File: config.mk
export PLATFORM = sky130hd
export DESIGN_NAME = mono_downmix_linear_resampler
export DESIGN_NICKNAME = d
export VERILOG_FILES = /design/src/rtl/mdlr_pkg.sv /design/src/rtl/mdlr_lane.sv /design/src/rtl/mdlr_merge.sv /design/src/rtl/mdlr_interp.sv /design/src/rtl/mono_downmix_linear_resampler.sv
export SDC_FILE = /design/constraint.sdc
export NUM_CORES = 2
export LEC_CHECK = 0
export BUFFER_PORTS_ARGS = -buffer_cell sky130_fd_sc_hd__buf_2
export CORE_MARGIN = 2
export CORE_UTILIZATION = 54
export CTS_CLUSTER_SIZE = 8
export DETAILED_ROUTE_END_ITERATION = 8
export HOLD_SLACK_MARGIN = 0.02
export PLACE_DENSITY = 0.71
export SLEW_MARGIN = 40
export SYNTH_ARGS = -nofsm -noshare
export SYNTH_HDL_FRONTEND = slang
export SYNTH_HIERARCHICAL = 1
export SYNTH_SLANG_ARGS = --single-unit
File: constraint.sdc
create_clock -name clk -period 13.75 [get_ports clk]
set_clock_uncertainty 0.2 [all_clocks]
set_input_delay 0.6875 -clock clk [delete_from_list [all_inputs] [get_ports clk]]
set_output_delay 0.6875 -clock clk [all_outputs]
set_load 0.01 [all_outputs]
File: src/rtl/mdlr_pkg.sv
// ----------------------------------------------------------------------------
// mdlr_pkg
// Shared constants and types of the mono downmix linear resampler.
// ----------------------------------------------------------------------------
package mdlr_pkg;

  // Channel inputs carried by every frame word.
  localparam int MAX_CHANNELS = 8;
  localparam int CH_CNT_BITS  = 4;

  // Defaults of the top level parameters.
  localparam int MAX_OUTPUTS_DEF = 64;
  localparam int FRAC_BITS_DEF   = 24;
  localparam int SAMPLE_BITS_DEF = 16;

  // Phase register width (unsigned Q7.24 at the default fraction width).
  localparam int PHASE_BITS = 31;

  // Phase step after reset, in whole input samples.
  localparam int PHASE_STEP_RESET_INT = 3;

  // Configuration register indexes.
  typedef enum logic {
    REG_CHANNEL_COUNT = 1'b0,
    REG_PHASE_STEP    = 1'b1
  } reg_index_t;

  // Word kinds.
  localparam logic KIND_FRAME = 1'b0;
  localparam logic KIND_FLUSH = 1'b1;

  // Requests from the front end to the interpolator.
  typedef struct packed {
    logic frame;   // downmixed sample is ready
    logic flush;   // end of stream
  } cmd_t;

  // Status from the interpolator to the front end.
  typedef struct packed {
    logic done;    // all results of the current word are in the output register
  } status_t;

endpackage

File: src/rtl/mdlr_lane.sv
// ----------------------------------------------------------------------------
// mdlr_lane
// One channel lane: capture the channel sample, zeroed when the channel is
// outside the active count.
// ----------------------------------------------------------------------------
module mdlr_lane #(
  parameter int SAMPLE_BITS = mdlr_pkg::SAMPLE_BITS_DEF
) (
  input  logic                          clk,
  input  logic                          load,
  input  logic                          enable,
  input  logic signed [SAMPLE_BITS-1:0] sample,
  output logic signed [SAMPLE_BITS-1:0] lane_sample
);

  always_ff @(posedge clk) begin
    if (load) begin
      lane_sample <= enable ? sample : '0;
    end
  end

endmodule

File: src/rtl/mdlr_merge.sv
// ----------------------------------------------------------------------------
// mdlr_merge
// Merge the lanes: registered adder tree, then divide by the channel count
// through a reciprocal multiply with one correction step (truncate to zero).
// ----------------------------------------------------------------------------
module mdlr_merge #(
  parameter int SAMPLE_BITS = mdlr_pkg::SAMPLE_BITS_DEF
) (
  input  logic                                clk,
  input  logic                                rst,
  input  logic                                in_valid,
  input  logic signed [SAMPLE_BITS-1:0]       lane_sample [mdlr_pkg::MAX_CHANNELS],
  input  logic [mdlr_pkg::CH_CNT_BITS-1:0]    count,
  output logic                                out_valid,
  output logic signed [SAMPLE_BITS-1:0]       mono
);

  localparam int SW  = SAMPLE_BITS + 3;   // sum of eight samples
  localparam int K   = SW;                // reciprocal scale
  localparam int EW  = SW + mdlr_pkg::CH_CNT_BITS;
  localparam int LAT = 6;

  localparam logic [K:0] RECIP [mdlr_pkg::MAX_CHANNELS] = '{
    (K+1)'((2**K) / 1), (K+1)'((2**K) / 2), (K+1)'((2**K) / 3), (K+1)'((2**K) / 4),
    (K+1)'((2**K) / 5), (K+1)'((2**K) / 6), (K+1)'((2**K) / 7), (K+1)'((2**K) / 8)
  };

  logic [LAT-1:0] vld;

  logic signed [SW-1:0] sum4 [4];
  logic signed [SW-1:0] sum;
  logic [mdlr_pkg::CH_CNT_BITS-1:0] n2, n3, n4, n5;
  logic                 neg3, neg4, neg5;
  logic [SW-1:0]        a3, a4, a5;
  logic [K:0]           recip3;
  logic [2*K:0]         prod4;
  logic [SW-1:0]        q0;
  logic [EW-1:0]        qn;
  logic [EW-1:0]        rem;
  logic [SW-1:0]        q;
  logic [SW-1:0]        q_signed;

  always_ff @(posedge clk) begin
    if (rst) begin
      vld <= '0;
    end else begin
      vld <= {vld[LAT-2:0], in_valid};
    end
  end

  // Tree: pairs, then the four partial sums.
  always_ff @(posedge clk) begin
    for (int i = 0; i < 4; i++) begin
      sum4[i] <= SW'(lane_sample[2*i]) + SW'(lane_sample[2*i+1]);
    end
    sum <= sum4[0] + sum4[1] + sum4[2] + sum4[3];
    n2  <= count;
  end

  // Divide: magnitude and reciprocal, product, quotient estimate, fix-up.
  always_ff @(posedge clk) begin
    neg3   <= sum[SW-1];
    a3     <= sum[SW-1] ? SW'(-sum) : SW'(sum);
    recip3 <= RECIP[3'(n2 - 1'b1)];
    n3     <= n2;

    prod4 <= (2*K+1)'(a3) * (2*K+1)'(recip3);
    a4    <= a3;
    n4    <= n3;
    neg4  <= neg3;

    q0   <= prod4[K +: SW];
    a5   <= a4;
    n5   <= n4;
    neg5 <= neg4;

    mono <= q_signed[SAMPLE_BITS-1:0];
  end

  always_comb begin
    qn       = EW'(q0) * EW'(n5);
    rem      = EW'(a5) - qn;
    q        = (rem >= EW'(n5)) ? q0 + 1'b1 : q0;
    q_signed = neg5 ? -q : q;
  end

  assign out_valid = vld[LAT-1];

  property p_latency;
    @(posedge clk) disable iff (rst) in_valid |-> ##(LAT) out_valid;
  endproperty
  a_latency: assert property (p_latency) else $error("merge latency broken");

endmodule

File: src/rtl/mdlr_interp.sv
// ----------------------------------------------------------------------------
// mdlr_interp
// Phase cursor and linear interpolation between the held and the new sample;
// owns the output register.
// ----------------------------------------------------------------------------
module mdlr_interp #(
  parameter int SAMPLE_BITS = mdlr_pkg::SAMPLE_BITS_DEF,
  parameter int FRAC_BITS   = mdlr_pkg::FRAC_BITS_DEF,
  parameter int MAX_OUTPUTS = mdlr_pkg::MAX_OUTPUTS_DEF
) (
  input  logic                                clk,
  input  logic                                rst,
  input  mdlr_pkg::cmd_t                      cmd,
  input  logic signed [SAMPLE_BITS-1:0]       mono,
  input  logic [mdlr_pkg::PHASE_BITS-1:0]     phase_step,
  output mdlr_pkg::status_t                   status,
  output logic                                out_valid,
  input  logic                                out_ready,
  output logic signed [SAMPLE_BITS-1:0]       out_sample,
  output logic                                last
);

  localparam int PB = mdlr_pkg::PHASE_BITS;
  localparam int CW = $clog2(MAX_OUTPUTS + 1);
  localparam int PW = SAMPLE_BITS + FRAC_BITS + 2;
  localparam logic [PB-1:0] ONE = PB'(1) << FRAC_BITS;

  typedef enum logic [1:0] {S_IDLE, S_MUL, S_ADD, S_FLUSH} state_t;

  state_t state;

  logic signed [SAMPLE_BITS-1:0] prev_sample;
  logic signed [SAMPLE_BITS-1:0] cur_sample;
  logic                          have_prev;
  logic [PB-1:0]                 cursor;
  logic [CW-1:0]                 count;
  logic                          last_pending;
  logic signed [PW-1:0]          prod;

  logic signed [SAMPLE_BITS:0]   diff;
  logic signed [FRAC_BITS:0]     frac;
  logic [PB:0]                   cursor_sum;
  logic [PB-1:0]                 cursor_next;
  logic                          last_next;
  logic signed [PW-1:0]          prod_shift;
  logic signed [SAMPLE_BITS:0]   interp;
  logic [PB-1:0]                 cursor_drop;
  logic                          slot_free;
  logic                          emit;
  logic                          finish;

  always_comb begin
    diff        = (SAMPLE_BITS+1)'(cur_sample) - (SAMPLE_BITS+1)'(prev_sample);
    frac        = $signed({1'b0, cursor[FRAC_BITS-1:0]});
    cursor_sum  = {1'b0, cursor} + {1'b0, phase_step};
    cursor_next = cursor_sum[PB] ? {PB{1'b1}} : cursor_sum[PB-1:0];
    last_next   = (cursor_next >= ONE) || (count + 1'b1 == CW'(MAX_OUTPUTS));
    prod_shift  = prod >>> FRAC_BITS;
    interp      = (SAMPLE_BITS+1)'(prev_sample) + prod_shift[SAMPLE_BITS:0];
    cursor_drop = (cursor >= ONE) ? cursor - ONE : '0;
    slot_free   = !out_valid || out_ready;
    emit        = slot_free && ((state == S_ADD) || (state == S_FLUSH));
    // Word finished: no result due, or its final result goes out now.
    unique case (state)
      S_IDLE:  finish = cmd.flush ? !(have_prev && cursor < ONE)
                                  : (cmd.frame && (!have_prev || cursor >= ONE));
      S_ADD:   finish = slot_free && last_pending;
      S_FLUSH: finish = slot_free;
      default: finish = 1'b0;
    endcase
  end

  always_ff @(posedge clk) begin
    if (rst) begin
      state       <= S_IDLE;
      have_prev   <= 1'b0;
      cursor      <= '0;
      prev_sample <= '0;
      count       <= '0;
      out_valid   <= 1'b0;
      status.done <= 1'b0;
    end else begin
      status.done <= finish;
      if (emit) begin
        out_valid <= 1'b1;
      end else if (out_valid && out_ready) begin
        out_valid <= 1'b0;
      end
      unique case (state)
        S_IDLE: begin
          if (cmd.flush) begin
            if (have_prev && cursor < ONE) begin
              state <= S_FLUSH;
            end else begin
              have_prev   <= 1'b0;
              cursor      <= '0;
              prev_sample <= '0;
            end
          end else if (cmd.frame) begin
            cur_sample <= mono;
            if (!have_prev) begin
              // first sample only primes the history
              prev_sample <= mono;
              have_prev   <= 1'b1;
            end else if (cursor >= ONE) begin
              cursor      <= cursor - ONE;
              prev_sample <= mono;
            end else begin
              count <= '0;
              state <= S_MUL;
            end
          end
        end
        S_MUL: begin
          prod         <= PW'(diff) * PW'(frac);
          cursor       <= cursor_next;
          count        <= count + 1'b1;
          last_pending <= last_next;
          state        <= S_ADD;
        end
        S_ADD: begin
          if (slot_free) begin
            out_sample <= interp[SAMPLE_BITS-1:0];
            last       <= last_pending;
            if (last_pending) begin
              cursor      <= cursor_drop;
              prev_sample <= cur_sample;
              state       <= S_IDLE;
            end else begin
              state <= S_MUL;
            end
          end
        end
        S_FLUSH: begin
          if (slot_free) begin
            out_sample  <= prev_sample;
            last        <= 1'b1;
            have_prev   <= 1'b0;
            cursor      <= '0;
            prev_sample <= '0;
            state       <= S_IDLE;
          end
        end
        default: state <= S_IDLE;
      endcase
    end
  end

  property p_mul_below_one;
    @(posedge clk) disable iff (rst) (state == S_MUL) |-> (cursor < ONE);
  endproperty
  a_mul_below_one: assert property (p_mul_below_one)
    else $error("interpolation with cursor at or above one");

  property p_count_bound;
    @(posedge clk) disable iff (rst) (state != S_IDLE) |-> (count <= CW'(MAX_OUTPUTS));
  endproperty
  a_count_bound: assert property (p_count_bound) else $error("output count overrun");

endmodule

File: src/rtl/mono_downmix_linear_resampler.sv
// ----------------------------------------------------------------------------
// mono_downmix_linear_resampler
// Average up to eight channels to mono, then resample by linear interpolation
// under a fixed-point phase cursor.
// ----------------------------------------------------------------------------
//
//  channel  | signals                                   | moves
//  ---------+-------------------------------------------+-----------------------
//  input    | in_valid, in_ready, kind, sample_0..7     | one frame or flush word
//  output   | out_valid, out_ready, out_sample, last    | one mono sample word
//  config   | cfg_write, cfg_index, cfg_data            | one register write
//
//  A frame word is captured by the lanes at its accept edge, then passes the
//  merge adder tree and divider before it reaches the interpolator; each result
//  then takes a cursor multiply and then the add into the output register, and
//  the add waits while the output is stalled. The next word is taken once the
//  interpolator reports the word done; a flush word may hand out one result.
//  One word is worked on at a time.
//  Reset (rst, synchronous) clears the history, cursor and registers to their
//  defaults; no clearing pass follows.
//  A stalled output holds the result register; the next input word can be
//  taken while the final result of the previous one still waits.
//
module mono_downmix_linear_resampler #(
  parameter int MAX_OUTPUTS = mdlr_pkg::MAX_OUTPUTS_DEF,
  parameter int FRAC_BITS   = mdlr_pkg::FRAC_BITS_DEF,
  parameter int SAMPLE_BITS = mdlr_pkg::SAMPLE_BITS_DEF
) (
  input  logic                                clk,
  input  logic                                rst,
  // configuration
  input  logic                                cfg_write,
  input  logic                                cfg_index,
  input  logic [mdlr_pkg::PHASE_BITS-1:0]     cfg_data,
  // input words
  input  logic                                in_valid,
  output logic                                in_ready,
  input  logic                                kind,
  input  logic signed [SAMPLE_BITS-1:0]       sample_0,
  input  logic signed [SAMPLE_BITS-1:0]       sample_1,
  input  logic signed [SAMPLE_BITS-1:0]       sample_2,
  input  logic signed [SAMPLE_BITS-1:0]       sample_3,
  input  logic signed [SAMPLE_BITS-1:0]       sample_4,
  input  logic signed [SAMPLE_BITS-1:0]       sample_5,
  input  logic signed [SAMPLE_BITS-1:0]       sample_6,
  input  logic signed [SAMPLE_BITS-1:0]       sample_7,
  // output words
  output logic                                out_valid,
  input  logic                                out_ready,
  output logic signed [SAMPLE_BITS-1:0]       out_sample,
  output logic                                last
);

  localparam int NCH = mdlr_pkg::MAX_CHANNELS;
  localparam int CB  = mdlr_pkg::CH_CNT_BITS;
  localparam int PB  = mdlr_pkg::PHASE_BITS;

  typedef enum logic {T_IDLE, T_BUSY} state_t;

  state_t state;

  logic [CB-1:0] channel_count;
  logic [PB-1:0] phase_step;
  logic [CB-1:0] n_eff;

  logic                          accept;
  logic                          mix_start;
  logic                          flush_req;
  logic signed [SAMPLE_BITS-1:0] samples     [NCH];
  logic signed [SAMPLE_BITS-1:0] lane_sample [NCH];
  logic                          mono_valid;
  logic signed [SAMPLE_BITS-1:0] mono;
  mdlr_pkg::cmd_t                cmd;
  mdlr_pkg::status_t             status;

  // Configuration registers.
  always_ff @(posedge clk) begin
    if (rst) begin
      channel_count <= CB'(1);
      phase_step    <= PB'(mdlr_pkg::PHASE_STEP_RESET_INT) << FRAC_BITS;
    end else if (cfg_write) begin
      unique case (mdlr_pkg::reg_index_t'(cfg_index))
        mdlr_pkg::REG_CHANNEL_COUNT: channel_count <= cfg_data[CB-1:0];
        mdlr_pkg::REG_PHASE_STEP:    phase_step    <= cfg_data;
        default: ;
      endcase
    end
  end

  // Zero acts as one channel; anything above the lane count as all lanes.
  always_comb begin
    priority if (channel_count == '0) begin
      n_eff = CB'(1);
    end else if (channel_count > CB'(NCH)) begin
      n_eff = CB'(NCH);
    end else begin
      n_eff = channel_count;
    end
  end

  assign samples[0] = sample_0;
  assign samples[1] = sample_1;
  assign samples[2] = sample_2;
  assign samples[3] = sample_3;
  assign samples[4] = sample_4;
  assign samples[5] = sample_5;
  assign samples[6] = sample_6;
  assign samples[7] = sample_7;

  // Take one word at a time; hold off until the interpolator reports done.
  assign in_ready = (state == T_IDLE);
  assign accept   = in_valid && in_ready;

  always_ff @(posedge clk) begin
    if (rst) begin
      state     <= T_IDLE;
      mix_start <= 1'b0;
      flush_req <= 1'b0;
    end else begin
      mix_start <= accept && (kind == mdlr_pkg::KIND_FRAME);
      flush_req <= accept && (kind == mdlr_pkg::KIND_FLUSH);
      unique case (state)
        T_IDLE: if (accept) state <= T_BUSY;
        T_BUSY: if (status.done) state <= T_IDLE;
        default: state <= T_IDLE;
      endcase
    end
  end

  for (genvar i = 0; i < NCH; i++) begin : g_lane
    mdlr_lane #(
      .SAMPLE_BITS(SAMPLE_BITS)
    ) u_lane (
      .clk        (clk),
      .load       (accept),
      .enable     (CB'(i) < n_eff),
      .sample     (samples[i]),
      .lane_sample(lane_sample[i])
    );
  end

  mdlr_merge #(
    .SAMPLE_BITS(SAMPLE_BITS)
  ) u_merge (
    .clk        (clk),
    .rst        (rst),
    .in_valid   (mix_start),
    .lane_sample(lane_sample),
    .count      (n_eff),
    .out_valid  (mono_valid),
    .mono       (mono)
  );

  assign cmd.frame = mono_valid;
  assign cmd.flush = flush_req;

  mdlr_interp #(
    .SAMPLE_BITS(SAMPLE_BITS),
    .FRAC_BITS  (FRAC_BITS),
    .MAX_OUTPUTS(MAX_OUTPUTS)
  ) u_interp (
    .clk       (clk),
    .rst       (rst),
    .cmd       (cmd),
    .mono      (mono),
    .phase_step(phase_step),
    .status    (status),
    .out_valid (out_valid),
    .out_ready (out_ready),
    .out_sample(out_sample),
    .last      (last)
  );

  property p_one_at_a_time;
    @(posedge clk) disable iff (rst) accept |=> !in_ready;
  endproperty
  a_one_at_a_time: assert property (p_one_at_a_time) else $error("second word taken");

  property p_done_when_busy;
    @(posedge clk) disable iff (rst) status.done |-> (state == T_BUSY);
  endproperty
  a_done_when_busy: assert property (p_done_when_busy) else $error("done without word");

endmodule

# Word level (Yosys, flattened, before mapping)
# Memory sizes are Yosys's and may differ from the RTL's. A register that Yosys moved wholly into a read port is not among the register bits.
# Cells that the tools add are included.
dict set report word_totals {
  output_inout_bits 19
  register_bits 473
  rom_bits 160
  inputBits 166
  word_cells 189
  ram_bits 76
  mem_count 2
}
# memory words word_bits rd rd_clocked_by_memory_dff write_ports line_no
set memory_table {}
lappend memory_table {{(name not given)} 8 20 1 1 0 mdlr_merge.sv:64} ;# recip3 <= RECIP[3'(n2 - 1'b1)];
lappend memory_table {u_merge.sum4 4 19 4 0 4 mdlr_merge.sv:30} ;# logic signed [SW-1:0] sum4 [4];
dict set report classes {
  n_mux 57
  n_eq_ne 18
  n_mul 3
  magnitude_cmp 13
  reduce_logical 32
  bitwise_logic 6
  addsub 17
}
# op n
set op_table {}
lappend op_table {{$mux W31} 10}
lappend op_table {{$mux W16} 12}
lappend op_table {{$pmux W31 S4} 1}
lappend op_table {{$add A16 B16 Y17} 4}
lappend op_table {{$ge A31 B25 Y1 const B} 2}
lappend op_table {{$add A19 B19 Y19} 3}
lappend op_table {{$pmux W16 S3} 1}
lappend op_table {{$mul A17 B25 Y40} 1}
lappend op_table {{$mul A19 B20 Y38} 1}
lappend op_table {{$add A31 B31 Y32} 1}
lappend op_table {{$pmux W16 S2} 1}
lappend op_table {{$lt A31 B25 Y1 const B} 1}
lappend op_table {{$sub A31 B25 Y31 const B} 1}
lappend op_table {{$mux W7} 4}
lappend op_table {{$ge A23 B4 Y1} 1}
lappend op_table {{$mul A19 B4 Y23} 1}
lappend op_table {{$sub A19 B23 Y23} 1}
lappend op_table {{$neg A19 Y19} 1}
lappend op_table {{$mux W18} 1}
lappend op_table {{$sub A16 B16 Y17} 1}
lappend op_table {{$add A16 B1 Y16 const B} 1}
lappend op_table {{$add A16 B16 Y16} 1}
lappend op_table {{$lt A3 B4 Y1 const A} 4}
lappend op_table {{$neg A16 Y16} 1}
lappend op_table {{other kinds (34)} 90}

# Longest topological paths before layout
dict set report logic_depth {
  ltp_word 6
  ltp_mapped 35
  ltp_nobuf 34
}

# Hierarchy
# The synthesis kept the hierarchy.
# module cells_each n_inst area_each_um2 seq_area_each_um2
set by_module_without_submodules {}
lappend by_module_without_submodules {mdlr_merge 2584 1 24295.8 4704.5}
lappend by_module_without_submodules {mdlr_interp 2291 1 19956.6 2682.6}
lappend by_module_without_submodules {mdlr_lane 33 8 606.8 480.5}
lappend by_module_without_submodules {mono_downmix_linear_resampler 179 1 1838.0 760.7}

# Worst setup path after synthesis
# Ideal clock, no wire load.
dict set report synth_timing {
  path_kind {flip-flop to flip-flop}
  startpoint {reg u_interp.cur_sample[0]}
  endpoint {reg u_interp.prod[38] (data pin)}
  synth_period_minus_slack_ns 8.305
  slack_ns 5.445
  t_required_ns 13.292
  path_stages_with_launch 35
  arrival_ns 7.847
  n_path_buf 1
  setup_time_ns 0.258
  path_cell_list {edfxtp_1 > inv_1 > ha_1 > fa_1 > nand2b_1 > a21boi_0 > o21ai_0 > a21oi_1 > and4_1 > o31ai_2 > o311a_1 > a31oi_2 > buf_2 > nor2_1 > fa_1 > inv_1 > fa_1 > fa_1 > inv_1 > fa_1 > inv_1 > fa_1 > fa_1 > inv_1 > ha_1 > a21o_1 > a21o_1 > a21oi_1 > o21a_1 > o21ai_0 > a2bb2oi_1 > a21oi_1 > a21o_1 > a21oi_1 > xnor2_1}
}
dict set report synth_via {
  elab_chain_cells 2
}
# item line_no
set synth_rtl {}
lappend synth_rtl {{start: declaration} mdlr_interp.sv:33} ;# logic signed [SAMPLE_BITS-1:0] cur_sample;
lappend synth_rtl {{start signal: assignment} mdlr_interp.sv:100} ;# cur_sample <= mono;
lappend synth_rtl {{$sub A16 B16 Y17} mdlr_interp.sv:53} ;# diff = (SAMPLE_BITS+1)'(cur_sample) - (SAMPLE_BITS+1)'(prev_sample);
lappend synth_rtl {{$mul A17 B25 Y40} mdlr_interp.sv:115} ;# prod <= PW'(diff) * PW'(frac);
lappend synth_rtl {{end signal: assignment} mdlr_interp.sv:115}
lappend synth_rtl {{end: declaration} mdlr_interp.sv:38} ;# logic signed [PW-1:0] prod;
# Every way passes these cells.
# A chain may end at the register's enable or synchronous reset.

# Worst setup path in the final report
dict set report layout_timing {
  startpoint {reg u_interp.prev_sample[1]}
  endpoint {reg u_interp.prod[32] (data pin)}
}
dict set report layout_via {
  elab_chain_cells 2
}
# item line_no
set layout_rtl {}
lappend layout_rtl {{start: declaration} mdlr_interp.sv:32} ;# logic signed [SAMPLE_BITS-1:0] prev_sample;
lappend layout_rtl {{start signal: assignment} mdlr_interp.sv:103} ;# prev_sample <= mono;
lappend layout_rtl {{start signal: assignment} mdlr_interp.sv:107} ;# prev_sample <= mono;
lappend layout_rtl {{start signal: assignment} mdlr_interp.sv:127} ;# prev_sample <= cur_sample;
lappend layout_rtl {{$sub A16 B16 Y17} mdlr_interp.sv:53}
lappend layout_rtl {{$mul A17 B25 Y40} mdlr_interp.sv:115}
# Every way passes these cells.

==> flow_summary.json <==
{
  "ant_nets": 0,
  "drv_slew": 0,
  "drc": 0,
  "regArea_mm2": 0.0120,
  "synth_top_cell_by_area": "fa_1",
  "clock_sinks": 510,
  "finalCritPeriodShare_pct": 66.7,
  "criticalPathCategory": "reg2reg",
  "tns_ns": 0,
  "dominantRegCellSynth": "dfxtp_1",
  "p_sw_mw": 4.90,
  "viasPerCell": 5.44,
  "cp_max_fo": 24,
  "initial_core_util_pct": 54.5,
  "fp.coreArea_mm2": 0.0935,
  "finalSetupViolations": 0,
  "cpMostUsedCell": "fa_1",
  "fmax_ghz": 0.109,
  "drive_gt1_share_pct": 9.59,
  "clk_path_buf_depth": 3,
  "gp_congestion": 0.949,
  "syn_area_per_cell_um2": 9.58,
  "top_level_ports": 185,
  "hold_ws_ns": 0.0549,
  "critPathLaunchType": "register",
  "clkLatencyLatePin_ns": 0.63,
  "clkTransAtPathRegs_ns": 0.05,
  "die_x_um": 311,
  "leakage_nw": 26.4,
  "cts_buffers": 76,
  "dr.pass1.iters": 6,
  "grt_max_degree": 79,
  "grt-ovfl-total": 0,
  "area_growth_pct": 8.56,
  "ys_warn_count": 6,
  "post-cts-setup-buffers": 0,
  "grt_pass1_vias": 38100,
  "status": "finished clean",
  "critPathRequiredTime_ns": 13.89,
  "track_usage_pct": 25.9,
  "period_needed_ns": 9.17,
  "maxCapViolCount": 0,
  "port_buffers": 184,
  "grt_setup_unrepaired": "false",
  "worst_slew_pin_slew_ns": 0.897,
  "dp_hpwl_mm": 95.6,
  "die-area_mm2": 0.0968,
  "synth.distinct_cells": 105,
  "relSlewSlack_pct": 40.1,
  "synthTopCellsByCount": "inv_1, fa_1, nand2_1",
  "wl_per_cell_um": 18.3,
  "async_flop_share_pct": 0,
  "synth_area_leaders": "fa_1, dfxtp_1, ha_1, edfxtp_1, inv_1",
  "crit_path_start": "u_interp/prev_sample[1]$_SDFFE_PP0P_",
  "slowest_delay_ns": 0.57,
  "reg2reg_slack_ns": 4.58,
  "p_comb_share_pct": 60.6,
  "pwr-share-clk_pct": 16.4,
  "detail_route.wirelength_mm": 123,
  "htreeDepth": 3,
  "r2r-start": "u_interp/prev_sample[1]$_SDFFE_PP0P_",
  "cts_root_buf": "clkbuf_16",
  "syn_inst": 5318,
  "ys_ff_latch": 510,
  "multiInputGateArea_mm2": 0.0345,
  "yosysMostFrequentCell": "inv_1",
  "layoutNonFillerInstCount": 6722,
  "internal-power_mw": 5.73,
  "p_per_area_mw_per_mm2": 192,
  "final_nets": 6730,
  "synth_edf_count": 178,
  "grt_pass1_wl_mm": 200,
  "switching_share_pct": 46.1,
  "core.rowCount": 112,
  "dp_cells": 6592,
  "hold_buffers": 0,
  "n_fill_cell": 7942,
  "cp_slowest_cell": "o31ai_1",
  "cts_resized": 0,
  "num_vias": 36600,
  "antenna_found_initial": 11,
  "min_from": "kind",
  "vdd_drop_max_mv": 0.140,
  "cts_tree": "built",
  "setup.worst_path.end_class": "register",
  "synthesis.area_mm2": 0.0509,
  "drt_iter0_drc": 2520,
  "hold_class": "in2reg",
  "finalHoldViolCount": 0,
  "synth_top_area_share_pct": 28.0,
  "pwr-share-seq_pct": 23.0,
  "synth_seq_area_share_pct": 23.5,
  "die_h_um": 311,
  "cp.arrival_ns": 9.31
}
==> power groups by stage <==
stage	Sequential [mW]	Combinational, mW	Clock [mW]
finish	2.45	6.45	1.74
global route	2.48	7.33	1.83
CTS	2.44	6.45	1.78
detailed placement	2.46	6.38	0
global placement	2.46	6.20	0
floorplan	2.14	5.00	0
==> worst max-delay path, delay by kind of cell (launching register included) <==
kind,cells,cell delay (ns)
fa+ha+maj,8,3.77
flops,1,0.42
simple gates,3,0.44
buf+inv,4,0.53
xor+xnor,2,0.30
compound gates,14,3.19
==> path summary, 6_finish.rpt <==
path	end	depth (start not counted)
setup reg to reg	u_interp/prod[32]$_DFFE_PP_	31
setup / recovery	u_interp/prod[32]$_DFFE_PP_	31
hold reg to reg	u_merge/a5[4]$_DFF_P_	0
hold / removal	mix_start$_SDFF_PP0_	2
==> sequential cells by signal (all words and copies together), names as in the netlist, 6 cells and up <==
register                   count
g_lane.u_lane/lane_sample    128
phase_step                    31
u_interp/count                 7
u_interp/cur_sample           16
u_interp/cursor               31
u_interp/out_sample           16
u_interp/prev_sample          16
u_interp/prod                 16
u_merge/a3                    19
u_merge/a4                    19
u_merge/a5                    19
u_merge/mono                  16
u_merge/prod4                 19
u_merge/q0                    19
u_merge/recip3                12
u_merge/sum                   19
u_merge/sum4                  68
u_merge/vld                    6
==> metal layers <==
layer | up-vias | global-route usage [%] | wire length (um)
li1 | 17000 | - | -
met1 | 18000 | 34.2 | 51700
met2 | 1284 | 42.3 | 57400
met3 | 299 | 4.75 | 9170
met4 | 12 | 10.2 | 4820
met5 | - | 0 | 69
==> logic make-up (layout without fill, tap and decap cells) <==
family	Yosys count	count (layout)	synth area share (%)
muxes	18	18	0.356
AOI/OAI and AO/OA	708	708	9.36
buffers and inverters	1189	1327	9.16
adders and majority gates	1147	1147	38.7
xor gates and xnor gates	197	197	3.39
and+or+nand+nor	1548	1548	15.5
DFF	510	510	23.5
other	1	13	0.00736
==> through the flow <==
step	instance area [um2]	setup WS (ns)	power, mW	util [%]
5_1_grt	55300	4.04	11.6	59.2
3_5_place_dp	53000	4.70	8.84	56.7
4_1_cts	55300	4.57	10.7	59.1
3_3_place_gp	52900	4.83	8.66	56.6
6_report	55300	4.58	10.6	59.2
2_1_floorplan	51000	5.44	7.14	-
==> final cells by class <==
cell class                 count  area share [%]
clock inverter                12           0.364
antenna                        6          0.0271
clock buffer                 111            3.69
inverter                     979            6.64
tap                         1254            2.84
multi-input combinational   3625            62.4
sequential                   510            21.7
timing repair buffer         225            2.36
==> cells in the final DEF (no fill, tap or decap), types with 12 or more instances in the layout <==
cell type and n:
o21a_1 21, a22oi_1 21, and3_1 32, nor4_1 17, nor2b_1 78, or3_1 24, o21ai_1 12, a21bo_1 24
edfxtp_1 178, nor2_1 189, a21o_1 64, buf_4 36, o21ai_0 147, dfxtp_1 313, a21boi_0 26, and2_1 314
fa_1 712, a21oi_2 26, nand2b_1 32, a211oi_1 34, clkbuf_1 34, nand2_1 551, or2_2 14, mux2i_1 17
a21oi_1 182, dfxtp_2 19, nand4_1 22, xor2_1 43, xnor2_1 145, ha_1 434, buf_2 181, inv_1 979
clkbuf_16 76, o31ai_1 14, and2_2 99, nor3_1 46, nand3_1 72, a31oi_1 19
Power figures use the tool's default switching activity.
